[config.mk]
export PLATFORM = sky130hd
export DESIGN_NAME = min_heap_timer_queue_core
export DESIGN_NICKNAME = d
export VERILOG_FILES = /design/src/sv/mhtq_pkg.sv /design/src/sv/min_heap_timer_queue_core.sv /design/src/sv/mhtq_out_buf.sv
export VERILOG_INCLUDE_DIRS = /design/src /design/src/sv
export SDC_FILE = /design/constraint.sdc
export NUM_CORES = 2
export LEC_CHECK = 0
export BUFFER_PORTS_ARGS = -buffer_cell sky130_fd_sc_hd__buf_2
export CORE_AREA = 2 2 463 373
export DETAILED_ROUTE_END_ITERATION = 6
export DIE_AREA = 0 0 465 375
export PLACE_DENSITY = 0.71
export SLEW_MARGIN = 10
export SYNTH_ARGS = -nofsm -noshare
export SYNTH_HDL_FRONTEND = slang
export SYNTH_SLANG_ARGS = --single-unit
[constraint.sdc]
create_clock -name clk -period 12 [get_ports clk]
set_input_delay 2.4 -clock clk [delete_from_list [all_inputs] [get_ports clk]]
set_output_delay 2.4 -clock clk [all_outputs]
set_load 0.01 [all_outputs]
[src/sv/min_heap_timer_queue_core_assert.svh]
// Assertion macros used by the min-heap timer queue RTL.
`ifndef MIN_HEAP_TIMER_QUEUE_CORE_ASSERT_SVH
`define MIN_HEAP_TIMER_QUEUE_CORE_ASSERT_SVH

// The consequent must hold in the same cycle as the antecedent.
`define MHTQ_ASSERT_SAME(label, clk, rst_n, ante, cons) \
  label: assert property (@(posedge clk) disable iff (!rst_n) (ante) |-> (cons)) \
    else $error("min heap timer queue: same-cycle check failed");

// The consequent must hold in the cycle after the antecedent.
`define MHTQ_ASSERT_NEXT(label, clk, rst_n, ante, cons) \
  label: assert property (@(posedge clk) disable iff (!rst_n) (ante) |=> (cons)) \
    else $error("min heap timer queue: next-cycle check failed");

`endif

[src/sv/mhtq_pkg.sv]
// Package with sizes, codes, transaction types and helpers of the timer queue.
`default_nettype none

package mhtq_pkg;

  localparam int HEAP_DEPTH = 32;
  localparam int ID_COUNT   = 256;
  localparam int TIME_WIDTH = 32;

  localparam int CMD_W  = 2;
  localparam int ID_W   = 8;
  localparam int TV_W   = 32;
  localparam int KIND_W = 3;

  localparam int IDX_W  = $clog2(HEAP_DEPTH);
  localparam int CNT_W  = $clog2(HEAP_DEPTH + 1);
  localparam int WIDE_W = IDX_W + 2;

  localparam int ID_SPAN    = 2 ** ID_W;
  localparam int MARK_COUNT = (ID_COUNT < ID_SPAN) ? ID_COUNT : ID_SPAN;
  localparam int MARK_W     = (MARK_COUNT > 1) ? $clog2(MARK_COUNT) : 1;

  localparam logic [CMD_W-1:0] CMD_ADD    = 2'd0;
  localparam logic [CMD_W-1:0] CMD_CANCEL = 2'd1;
  localparam logic [CMD_W-1:0] CMD_TICK   = 2'd2;
  localparam logic [CMD_W-1:0] CMD_POP    = 2'd3;

  localparam logic [KIND_W-1:0] KIND_ADDED     = 3'd0;
  localparam logic [KIND_W-1:0] KIND_REJECTED  = 3'd1;
  localparam logic [KIND_W-1:0] KIND_CANCELED  = 3'd2;
  localparam logic [KIND_W-1:0] KIND_EXPIRED   = 3'd3;
  localparam logic [KIND_W-1:0] KIND_TICK_DONE = 3'd4;
  localparam logic [KIND_W-1:0] KIND_POPPED    = 3'd5;
  localparam logic [KIND_W-1:0] KIND_POP_EMPTY = 3'd6;

  typedef struct packed {
    logic [CMD_W-1:0] cmd;
    logic [ID_W-1:0]  timer_id;
    logic [TV_W-1:0]  time_value;
  } in_item_t;

  typedef struct packed {
    logic [KIND_W-1:0] kind;
    logic [ID_W-1:0]   out_id;
    logic [TV_W-1:0]   out_expiry;
    logic              last;
  } out_item_t;

  typedef struct packed {
    logic [TIME_WIDTH-1:0] expiry;
    logic [ID_W-1:0]       id;
  } entry_t;

  typedef logic [MARK_W-1:0] mark_tab_t [ID_SPAN];

  function automatic mark_tab_t build_mark_tab();
    mark_tab_t tab;
    for (int i = 0; i < ID_SPAN; i++) begin
      tab[i] = MARK_W'(i % MARK_COUNT);
    end
    return tab;
  endfunction

  localparam mark_tab_t MARK_TAB = build_mark_tab();

  function automatic logic [TIME_WIDTH-1:0] field_to_time(logic [TV_W-1:0] v);
    logic [TIME_WIDTH+TV_W-1:0] w;
    w = {{TIME_WIDTH{1'b0}}, v};
    return w[TIME_WIDTH-1:0];
  endfunction

  function automatic logic [TV_W-1:0] time_to_field(logic [TIME_WIDTH-1:0] t);
    logic [TIME_WIDTH+TV_W-1:0] w;
    w = {{TV_W{1'b0}}, t};
    return w[TV_W-1:0];
  endfunction

  function automatic out_item_t make_item(logic [KIND_W-1:0] kind, logic [ID_W-1:0] id,
                                          logic [TV_W-1:0] expiry, logic last);
    out_item_t item;
    item.kind       = kind;
    item.out_id     = id;
    item.out_expiry = expiry;
    item.last       = last;
    return item;
  endfunction

endpackage

`default_nettype wire

[src/sv/min_heap_timer_queue_core.sv]
// Timer queue kept as a binary min-heap in a synchronous memory, ordered by expiry time.
// The cancel marks sit in a second, one-bit synchronous memory. After reset the controller
// clears all MARK_COUNT (256) cancel marks, and in_ready stays low meanwhile. One transaction
// is processed at a time and in_ready is high only while the controller is idle. Every heap
// level takes a read state and a compare state, because each step waits for the registered
// read of the heap memory. An add moves the new entry up a level at a time until it reaches
// the root or stops below it. A pop, and a tick for each due entry, moves the last entry to
// the root and sifts it down. A result that waits for out_ready holds the controller.
// Results leave through a one-entry output register, so the next transaction may be
// accepted while the final result still waits for out_ready.
`default_nettype none

module min_heap_timer_queue_core (
  input  logic                clk,
  input  logic                rst_n,
  input  logic                in_valid,
  output logic                in_ready,
  input  mhtq_pkg::in_item_t  in_data,
  output logic                out_valid,
  input  logic                out_ready,
  output mhtq_pkg::out_item_t out_data
);

  `include "min_heap_timer_queue_core_assert.svh"

  localparam int STATE_W = 4;
  localparam logic [STATE_W-1:0] S_IDLE   = 4'd0;
  localparam logic [STATE_W-1:0] S_DISP   = 4'd1;
  localparam logic [STATE_W-1:0] S_UP_RD  = 4'd2;
  localparam logic [STATE_W-1:0] S_UP_CMP = 4'd3;
  localparam logic [STATE_W-1:0] S_RT_RD  = 4'd4;
  localparam logic [STATE_W-1:0] S_RT_CMP = 4'd5;
  localparam logic [STATE_W-1:0] S_DN_RD  = 4'd6;
  localparam logic [STATE_W-1:0] S_DN_CMP = 4'd7;
  localparam logic [STATE_W-1:0] S_EMIT   = 4'd8;
  localparam logic [STATE_W-1:0] S_MK_CHK = 4'd9;
  localparam logic [STATE_W-1:0] S_CLR    = 4'd10;

  logic [STATE_W-1:0]                 state_r, state_nxt;
  logic [STATE_W-1:0]                 ret_r, ret_nxt;
  logic [mhtq_pkg::CMD_W-1:0]         cmd_r, cmd_nxt;
  logic [mhtq_pkg::ID_W-1:0]          id_r, id_nxt;
  logic [mhtq_pkg::TIME_WIDTH-1:0]    tv_r, tv_nxt;
  logic [mhtq_pkg::CNT_W-1:0]         count_r, count_nxt;
  logic [mhtq_pkg::IDX_W-1:0]         idx_r, idx_nxt;
  mhtq_pkg::entry_t                   sift_r, sift_nxt;
  mhtq_pkg::out_item_t                emit_r, emit_nxt;
  logic [mhtq_pkg::MARK_W-1:0]        clr_idx_r, clr_idx_nxt;

  mhtq_pkg::entry_t                   mem [mhtq_pkg::HEAP_DEPTH];
  mhtq_pkg::entry_t                   rd_a_r, rd_b_r;
  logic [mhtq_pkg::IDX_W-1:0]         rd_addr_a, rd_addr_b;
  logic                               wr_en;
  logic [mhtq_pkg::IDX_W-1:0]         wr_addr;
  mhtq_pkg::entry_t                   wr_data;

  logic                               marks_mem [mhtq_pkg::MARK_COUNT];
  logic                               mark_rd_r;
  logic                               mark_we, mark_wdata;
  logic [mhtq_pkg::MARK_W-1:0]        mark_waddr;
  logic [mhtq_pkg::MARK_W-1:0]        mark_idx;
  logic [mhtq_pkg::MARK_W-1:0]        root_mark_idx;
  logic [mhtq_pkg::IDX_W-1:0]         parent_idx;
  logic [mhtq_pkg::CNT_W-1:0]         cnt_m1;
  logic [mhtq_pkg::WIDE_W-1:0]        left_w, right_w, cnt_w;
  logic                               right_ok, take_right;
  mhtq_pkg::entry_t                   child;
  logic [mhtq_pkg::IDX_W-1:0]         child_idx;
  logic                               push_valid, push_ready;
  logic [STATE_W-1:0]                 done_state;

  assign in_ready      = (state_r == S_IDLE);
  assign push_valid    = (state_r == S_EMIT);
  assign mark_idx      = mhtq_pkg::MARK_TAB[id_r];
  assign root_mark_idx = mhtq_pkg::MARK_TAB[rd_a_r.id];
  assign parent_idx    = (idx_r - mhtq_pkg::IDX_W'(1)) >> 1;
  assign cnt_m1        = count_r - mhtq_pkg::CNT_W'(1);
  assign left_w        = mhtq_pkg::WIDE_W'({idx_r, 1'b1});
  assign right_w       = left_w + mhtq_pkg::WIDE_W'(1);
  assign cnt_w         = mhtq_pkg::WIDE_W'(count_r);
  assign right_ok      = (right_w < cnt_w);
  assign take_right    = right_ok && (rd_a_r.expiry > rd_b_r.expiry);
  assign child         = take_right ? rd_b_r : rd_a_r;
  assign child_idx     = take_right ? right_w[mhtq_pkg::IDX_W-1:0]
                                    : left_w[mhtq_pkg::IDX_W-1:0];
  assign done_state    = (cmd_r == mhtq_pkg::CMD_TICK) ? S_DISP : S_IDLE;

  always_comb begin
    state_nxt   = state_r;
    ret_nxt     = ret_r;
    cmd_nxt     = cmd_r;
    id_nxt      = id_r;
    tv_nxt      = tv_r;
    count_nxt   = count_r;
    idx_nxt     = idx_r;
    sift_nxt    = sift_r;
    emit_nxt    = emit_r;
    clr_idx_nxt = clr_idx_r;
    rd_addr_a   = '0;
    rd_addr_b   = '0;
    wr_en       = 1'b0;
    wr_addr     = idx_r;
    wr_data     = sift_r;
    mark_we     = 1'b0;
    mark_wdata  = 1'b0;
    mark_waddr  = mark_idx;
    unique case (state_r)
      S_CLR: begin
        mark_we     = 1'b1;
        mark_waddr  = clr_idx_r;
        clr_idx_nxt = clr_idx_r + mhtq_pkg::MARK_W'(1);
        if (clr_idx_r == mhtq_pkg::MARK_W'(mhtq_pkg::MARK_COUNT - 1)) begin
          state_nxt = S_IDLE;
        end
      end
      S_IDLE: begin
        if (in_valid) begin
          cmd_nxt   = in_data.cmd;
          id_nxt    = in_data.timer_id;
          tv_nxt    = mhtq_pkg::field_to_time(in_data.time_value);
          state_nxt = S_DISP;
        end
      end
      S_DISP: begin
        unique case (cmd_r)
          mhtq_pkg::CMD_ADD: begin
            if (count_r == mhtq_pkg::CNT_W'(mhtq_pkg::HEAP_DEPTH)) begin
              emit_nxt  = mhtq_pkg::make_item(mhtq_pkg::KIND_REJECTED, id_r, '0, 1'b1);
              ret_nxt   = S_IDLE;
              state_nxt = S_EMIT;
            end else begin
              idx_nxt   = count_r[mhtq_pkg::IDX_W-1:0];
              count_nxt = count_r + mhtq_pkg::CNT_W'(1);
              state_nxt = S_UP_RD;
            end
          end
          mhtq_pkg::CMD_CANCEL: begin
            mark_we    = 1'b1;
            mark_wdata = 1'b1;
            emit_nxt   = mhtq_pkg::make_item(mhtq_pkg::KIND_CANCELED, id_r, '0, 1'b1);
            ret_nxt    = S_IDLE;
            state_nxt  = S_EMIT;
          end
          mhtq_pkg::CMD_TICK: begin
            if (count_r == '0) begin
              emit_nxt  = mhtq_pkg::make_item(mhtq_pkg::KIND_TICK_DONE, '0, '0, 1'b1);
              ret_nxt   = S_IDLE;
              state_nxt = S_EMIT;
            end else begin
              state_nxt = S_RT_RD;
            end
          end
          mhtq_pkg::CMD_POP: begin
            if (count_r == '0) begin
              emit_nxt  = mhtq_pkg::make_item(mhtq_pkg::KIND_POP_EMPTY, '0, '0, 1'b1);
              ret_nxt   = S_IDLE;
              state_nxt = S_EMIT;
            end else begin
              state_nxt = S_RT_RD;
            end
          end
        endcase
      end
      S_UP_RD: begin
        if (idx_r == '0) begin
          wr_en     = 1'b1;
          wr_data   = '{expiry: tv_r, id: id_r};
          mark_we   = 1'b1;
          emit_nxt  = mhtq_pkg::make_item(mhtq_pkg::KIND_ADDED, id_r, '0, 1'b1);
          ret_nxt   = S_IDLE;
          state_nxt = S_EMIT;
        end else begin
          rd_addr_a = parent_idx;
          state_nxt = S_UP_CMP;
        end
      end
      S_UP_CMP: begin
        wr_en = 1'b1;
        if (rd_a_r.expiry > tv_r) begin
          wr_data   = rd_a_r;
          idx_nxt   = parent_idx;
          state_nxt = S_UP_RD;
        end else begin
          wr_data   = '{expiry: tv_r, id: id_r};
          mark_we   = 1'b1;
          emit_nxt  = mhtq_pkg::make_item(mhtq_pkg::KIND_ADDED, id_r, '0, 1'b1);
          ret_nxt   = S_IDLE;
          state_nxt = S_EMIT;
        end
      end
      S_RT_RD: begin
        rd_addr_a = '0;
        rd_addr_b = cnt_m1[mhtq_pkg::IDX_W-1:0];
        state_nxt = S_RT_CMP;
      end
      S_RT_CMP: begin
        if (cmd_r == mhtq_pkg::CMD_POP || rd_a_r.expiry <= tv_r) begin
          count_nxt = cnt_m1;
          sift_nxt  = rd_b_r;
          idx_nxt   = '0;
          ret_nxt   = S_DN_RD;
          if (cmd_r == mhtq_pkg::CMD_POP) begin
            emit_nxt  = mhtq_pkg::make_item(mhtq_pkg::KIND_POPPED, rd_a_r.id,
                                            mhtq_pkg::time_to_field(rd_a_r.expiry), 1'b1);
            state_nxt = S_EMIT;
          end else begin
            state_nxt = S_MK_CHK;
          end
        end else begin
          emit_nxt  = mhtq_pkg::make_item(mhtq_pkg::KIND_TICK_DONE, '0, '0, 1'b1);
          ret_nxt   = S_IDLE;
          state_nxt = S_EMIT;
        end
      end
      S_MK_CHK: begin
        if (!mark_rd_r) begin
          emit_nxt  = mhtq_pkg::make_item(mhtq_pkg::KIND_EXPIRED, rd_a_r.id,
                                          mhtq_pkg::time_to_field(rd_a_r.expiry), 1'b0);
          state_nxt = S_EMIT;
        end else begin
          state_nxt = S_DN_RD;
        end
      end
      S_DN_RD: begin
        if (left_w < cnt_w) begin
          rd_addr_a = left_w[mhtq_pkg::IDX_W-1:0];
          rd_addr_b = right_w[mhtq_pkg::IDX_W-1:0];
          state_nxt = S_DN_CMP;
        end else begin
          wr_en     = (count_r != '0);
          state_nxt = done_state;
        end
      end
      S_DN_CMP: begin
        wr_en = 1'b1;
        if (sift_r.expiry > child.expiry) begin
          wr_data   = child;
          idx_nxt   = child_idx;
          state_nxt = S_DN_RD;
        end else begin
          state_nxt = done_state;
        end
      end
      S_EMIT: begin
        if (push_ready) begin
          state_nxt = ret_r;
        end
      end
      default: begin
        state_nxt = S_IDLE;
      end
    endcase
  end

  always_ff @(posedge clk) begin
    if (!rst_n) begin
      state_r   <= S_CLR;
      count_r   <= '0;
      clr_idx_r <= '0;
    end else begin
      state_r   <= state_nxt;
      count_r   <= count_nxt;
      clr_idx_r <= clr_idx_nxt;
    end
  end

  always_ff @(posedge clk) begin
    ret_r  <= ret_nxt;
    cmd_r  <= cmd_nxt;
    id_r   <= id_nxt;
    tv_r   <= tv_nxt;
    idx_r  <= idx_nxt;
    sift_r <= sift_nxt;
    emit_r <= emit_nxt;
  end

  always_ff @(posedge clk) begin
    if (wr_en) begin
      mem[wr_addr] <= wr_data;
    end
    rd_a_r <= mem[rd_addr_a];
    rd_b_r <= mem[rd_addr_b];
  end

  always_ff @(posedge clk) begin
    if (mark_we) begin
      marks_mem[mark_waddr] <= mark_wdata;
    end
    mark_rd_r <= marks_mem[root_mark_idx];
  end

  mhtq_out_buf u_out_buf (
    .clk        (clk),
    .rst_n      (rst_n),
    .push_valid (push_valid),
    .push_data  (emit_r),
    .push_ready (push_ready),
    .out_valid  (out_valid),
    .out_ready  (out_ready),
    .out_data   (out_data)
  );

  `MHTQ_ASSERT_SAME(a_count_bound, clk, rst_n, 1'b1,
                    count_r <= mhtq_pkg::CNT_W'(mhtq_pkg::HEAP_DEPTH))
  `MHTQ_ASSERT_SAME(a_write_in_heap, clk, rst_n, wr_en,
                    mhtq_pkg::WIDE_W'(wr_addr) < cnt_w)
  `MHTQ_ASSERT_NEXT(a_accept_dispatch, clk, rst_n, in_valid && in_ready,
                    state_r == S_DISP)
  `MHTQ_ASSERT_NEXT(a_emit_hold, clk, rst_n, (state_r == S_EMIT) && !push_ready,
                    (state_r == S_EMIT) && $stable(emit_r))
  `MHTQ_ASSERT_NEXT(a_idle_count_stable, clk, rst_n, state_r == S_IDLE,
                    $stable(count_r))

endmodule

`default_nettype wire

[src/sv/mhtq_out_buf.sv]
// Single-entry output register between the queue controller and the result channel.
`default_nettype none

module mhtq_out_buf (
  input  logic               clk,
  input  logic               rst_n,
  input  logic               push_valid,
  input  mhtq_pkg::out_item_t push_data,
  output logic               push_ready,
  output logic               out_valid,
  input  logic               out_ready,
  output mhtq_pkg::out_item_t out_data
);

  logic               valid_r;
  mhtq_pkg::out_item_t data_r;

  assign push_ready = !valid_r || out_ready;
  assign out_valid  = valid_r;
  assign out_data   = data_r;

  always_ff @(posedge clk) begin
    if (!rst_n) begin
      valid_r <= 1'b0;
    end else if (push_ready) begin
      valid_r <= push_valid;
    end
  end

  always_ff @(posedge clk) begin
    if (push_ready && push_valid) begin
      data_r <= push_data;
    end
  end

endmodule

`default_nettype wire

==> flow_metrics.py <==
metrics = {
    "global_routing": {
        "grtUsageTotal_pct": 32.4,
        "antenna_found_initial": 15,
        "grt.overflow.total": 0,
        "grt_pass1_wl_um": 410000,
        "grt_pass1_vias": 58760,
        "grt_max_degree": 259,
    },
    "run_status": {
        "failed_checks": "max-slew violations",
        "outcome": "finished with violations",
    },
    "yosys": {
        "yosys-top-cells-area": "edfxtp_1, nand2_1, mux4_2, mux2i_1, nand3_1",
        "synth_top_area_cell": "edfxtp_1",
        "synth-seq-cells": 1812,
        "synth_area_um2": 84500,
        "yosysMostFrequentCell": "edfxtp_1",
        "yosys-top-cells-count": "edfxtp_1, nand2_1, nand3_1",
        "avgSynthCellArea_um2": 12.6,
        "yosysWarnings": 0,
        "syn_nets": 6893,
        "synth-main-ff-cell": "edfxtp_1",
        "synth_top_area_share_pct": 60.8,
        "yosys.cell_types.count": 80,
        "ys_seq_area_share_pct": 63.2,
        "synth-edff-count": 1712,
        "synthArstFlopShare_pct": 0,
        "syn-instance-count": 6733,
    },
    "timing": {
        "finalHoldViolCount": 0,
        "fin_skew_ps": 37.9,
        "finalSetupViolations": 0,
        "relSlewSlack_pct": -3.29,
        "rsz0062_at_grt": "no",
        "finalCriticalPeriod_ps": 7370,
        "fin_crit_sh_pct": 61.4,
        "fin_tns_setup_ps": 0,
        "fmax_mhz": 136,
        "slew_violations": 4,
        "setup_slack_ps": 4630,
        "worstMarginPinSlew_ps": 1550,
    },
    "setup_path": {
        "cp-end-kind": "flip-flop",
        "cp-start-kind": "flip-flop",
        "reg2reg_to": "mem[22][9]",
        "r2r_start": "rd_b_r[19]",
        "crit_type": "reg2reg",
        "arrival_ps": 7810,
        "r2r_slack_ps": 4630,
        "crit_fanout": 43,
        "reg2reg_depth": 19,
        "cp.required_ps": 12440,
        "cp-startpoint": "rd_b_r[19]",
    },
    "detailed_routing": {
        "drc_errors": 0,
        "via_per_inst": 6.95,
        "drtIter0Drc": 12333,
        "ant_nets": 0,
        "wire_per_inst_um": 32.0,
        "dr.pass1.iters": 7,
        "drt-total-wl_um": 290000,
        "dr_total_vias": 62995,
    },
    "clock_tree": {
        "htreeDepth": 4,
        "post-cts-setup-buffer-count": 0,
        "insertion_delay_ps": 850,
        "clk_pin_slew_ps": 60,
        "cts_hold_buffers": 0,
        "cts_tree": "built",
        "cts_buffers": 180,
        "clkSinkCount": 1812,
        "cts_resized": 0,
        "clockBufferDepth": 3,
        "ctsRootBufferMaster": "clkbuf_16",
    },
    "placement": {
        "pre_cts_slack_ps": 4740,
        "hpwl_um": 156000,
        "gp_congestion": 0.964,
        "portBuffers": 91,
        "placed_cell_area_um2": 87400,
    },
    "final_layout": {
        "fin_nets": 6793,
        "fin_util_pct": 54.8,
        "area_growth_pct": 10.4,
        "final_area_um2": 93300,
        "fillCellCount": 13437,
        "drive_gt1_share_pct": 11.8,
    },
    "die": {
        "rows": 136,
        "start_util_pct": 49.6,
        "io_pins": 92,
        "core_area_um2": 170000,
        "die_w_um": 465,
        "dieArea_um2": 174000,
        "fp.dieH_um": 375,
    },
    "pwr": {
        "power.leakage_uw": 0.0301,
        "vdd_drop_max_v": 0.000136,
        "power_uw": 16600,
        "p_per_area_nw_per_um2": 178,
    },
    "run": {
        "drv_cap": 0,
    },
    "hold_path": {
        "whs_path_depth": 0,
        "whs_endpoint": "u_out_buf.out_data[14]",
        "hold_class": "reg2reg",
        "worstHoldStart": "emit_r[14]",
    },
}
==> where the power goes <==
| part | internal (µW) | switching (µW) |
|---|---|---|
| clock network | 3230 | 2460 |
| logic | 880 | 2240 |
| registers | 7550 | 250 |
| total | 11700 | 4950 |
==> placed cells by master, fill, tap and decap left out, types with 15 or more instances in the layout <==
master,n
mux4_2,202
clkbuf_16,187
a311o_1,33
clkbuf_1,36
mux2i_1,291
a21oi_1,52
a221oi_1,135
and3_1,55
o22ai_1,34
nand2_1,1466
and2_1,36
clkinv_1,30
o21ai_0,75
inv_1,92
clkinv_2,35
ha_1,114
buf_2,91
buf_4,124
nand4_1,72
a311oi_1,74
o211ai_1,52
a22oi_1,44
nand3_1,431
a2111oi_0,27
a21o_1,19
a22o_1,47
o2bb2ai_1,31
nor3_1,22
a32oi_1,120
dfxtp_1,97
nor2_4,37
a32o_1,31
edfxtp_1,1712
a31oi_1,138
nor2_1,391
a211oi_1,114
xnor2_1,15
==> metal layers <==
layer / global-route usage, % / wire [µm] / vias to the layer above
li1: - / - / 25640
met4: 14.9 / 16000 / 22
met5: 0.716 / 344 / -
met3: 13.2 / 52300 / 1176
met1: 43.7 / 102000 / 30415
met2: 45.7 / 120000 / 5742
==> worst max path at each step <==
stage,endpoint,slack (ps),cells past startpoint
3_3_place_gp,mem[1][0],4820,20
2_1_floorplan,emit_r[0],2330,9
6_report,mem[22][9],4630,19
5_1_grt,mem[25][9],4410,20
3_5_place_dp,mem[15][0],4740,20
4_1_cts,mem[1][0],4710,20
==> state kept, by name (all words and copies together), names as in the netlist, 2 cells and up <==
register and count:
clr_idx_r 8, state_r 4, emit_r 44, rd_a_r 40, u_out_buf.out_data 44, count_r 6
cmd_r 2, id_r 8, mem 1280, tv_r 32, rd_b_r 40, marks_mem 256
idx_r 5, sift_r 40
==> final cells by class <==
cell class | instances | area, µm² | share of cell area (%)
sequential | 1812 | 53400 | 57.3
antenna | 9 | 22.5 | 0.0241
clock inverter | 98 | 918 | 0.984
clock buffer | 235 | 4980 | 5.34
tap | 2277 | 2850 | 3.05
multi-input combinational | 4321 | 29200 | 31.3
inverter | 93 | 349 | 0.374
timing repair buffer | 225 | 1570 | 1.69
==> critical path, cell delays in order, from the launching register on <==
cell,delay [ps]
dfxtp_1,350
inv_1,50
ha_1,290
nand3_1,160
nor4_1,740
nand3_1,390
o21ai_0,240
a211o_2,150
buf_4,720
mux2i_1,370
ha_1,300
and3_1,190
nand4_1,200
nand2b_1,150
a41oi_1,190
o21ai_0,580
a21oi_4,190
buf_4,360
o211ai_1,190
a22o_1,1030
==> kinds of logic (layout without fill, tap and decap cells) <==
group           after synthesis  in the layout  synth area share, %
flops                      1812           1812                 63.2
buf+inv                     600            651                 3.04
simple gates               2591           2591                 12.9
xor+xnor                     21             21                0.218
other cells                   0              9                    0
fa+ha+maj                   114            114                 1.69
compound gates             1096           1096                 10.0
mux                         499            499                 8.91
==> metrics by stage <==
step                cells  hold WS, ps
finish               9070          417
detailed placement   8727          406
global placement     8727          401
floorplan            6733          400
global route         9062          423
CTS                  9060          420
Note: power is estimated with default switching activity, not from simulation.
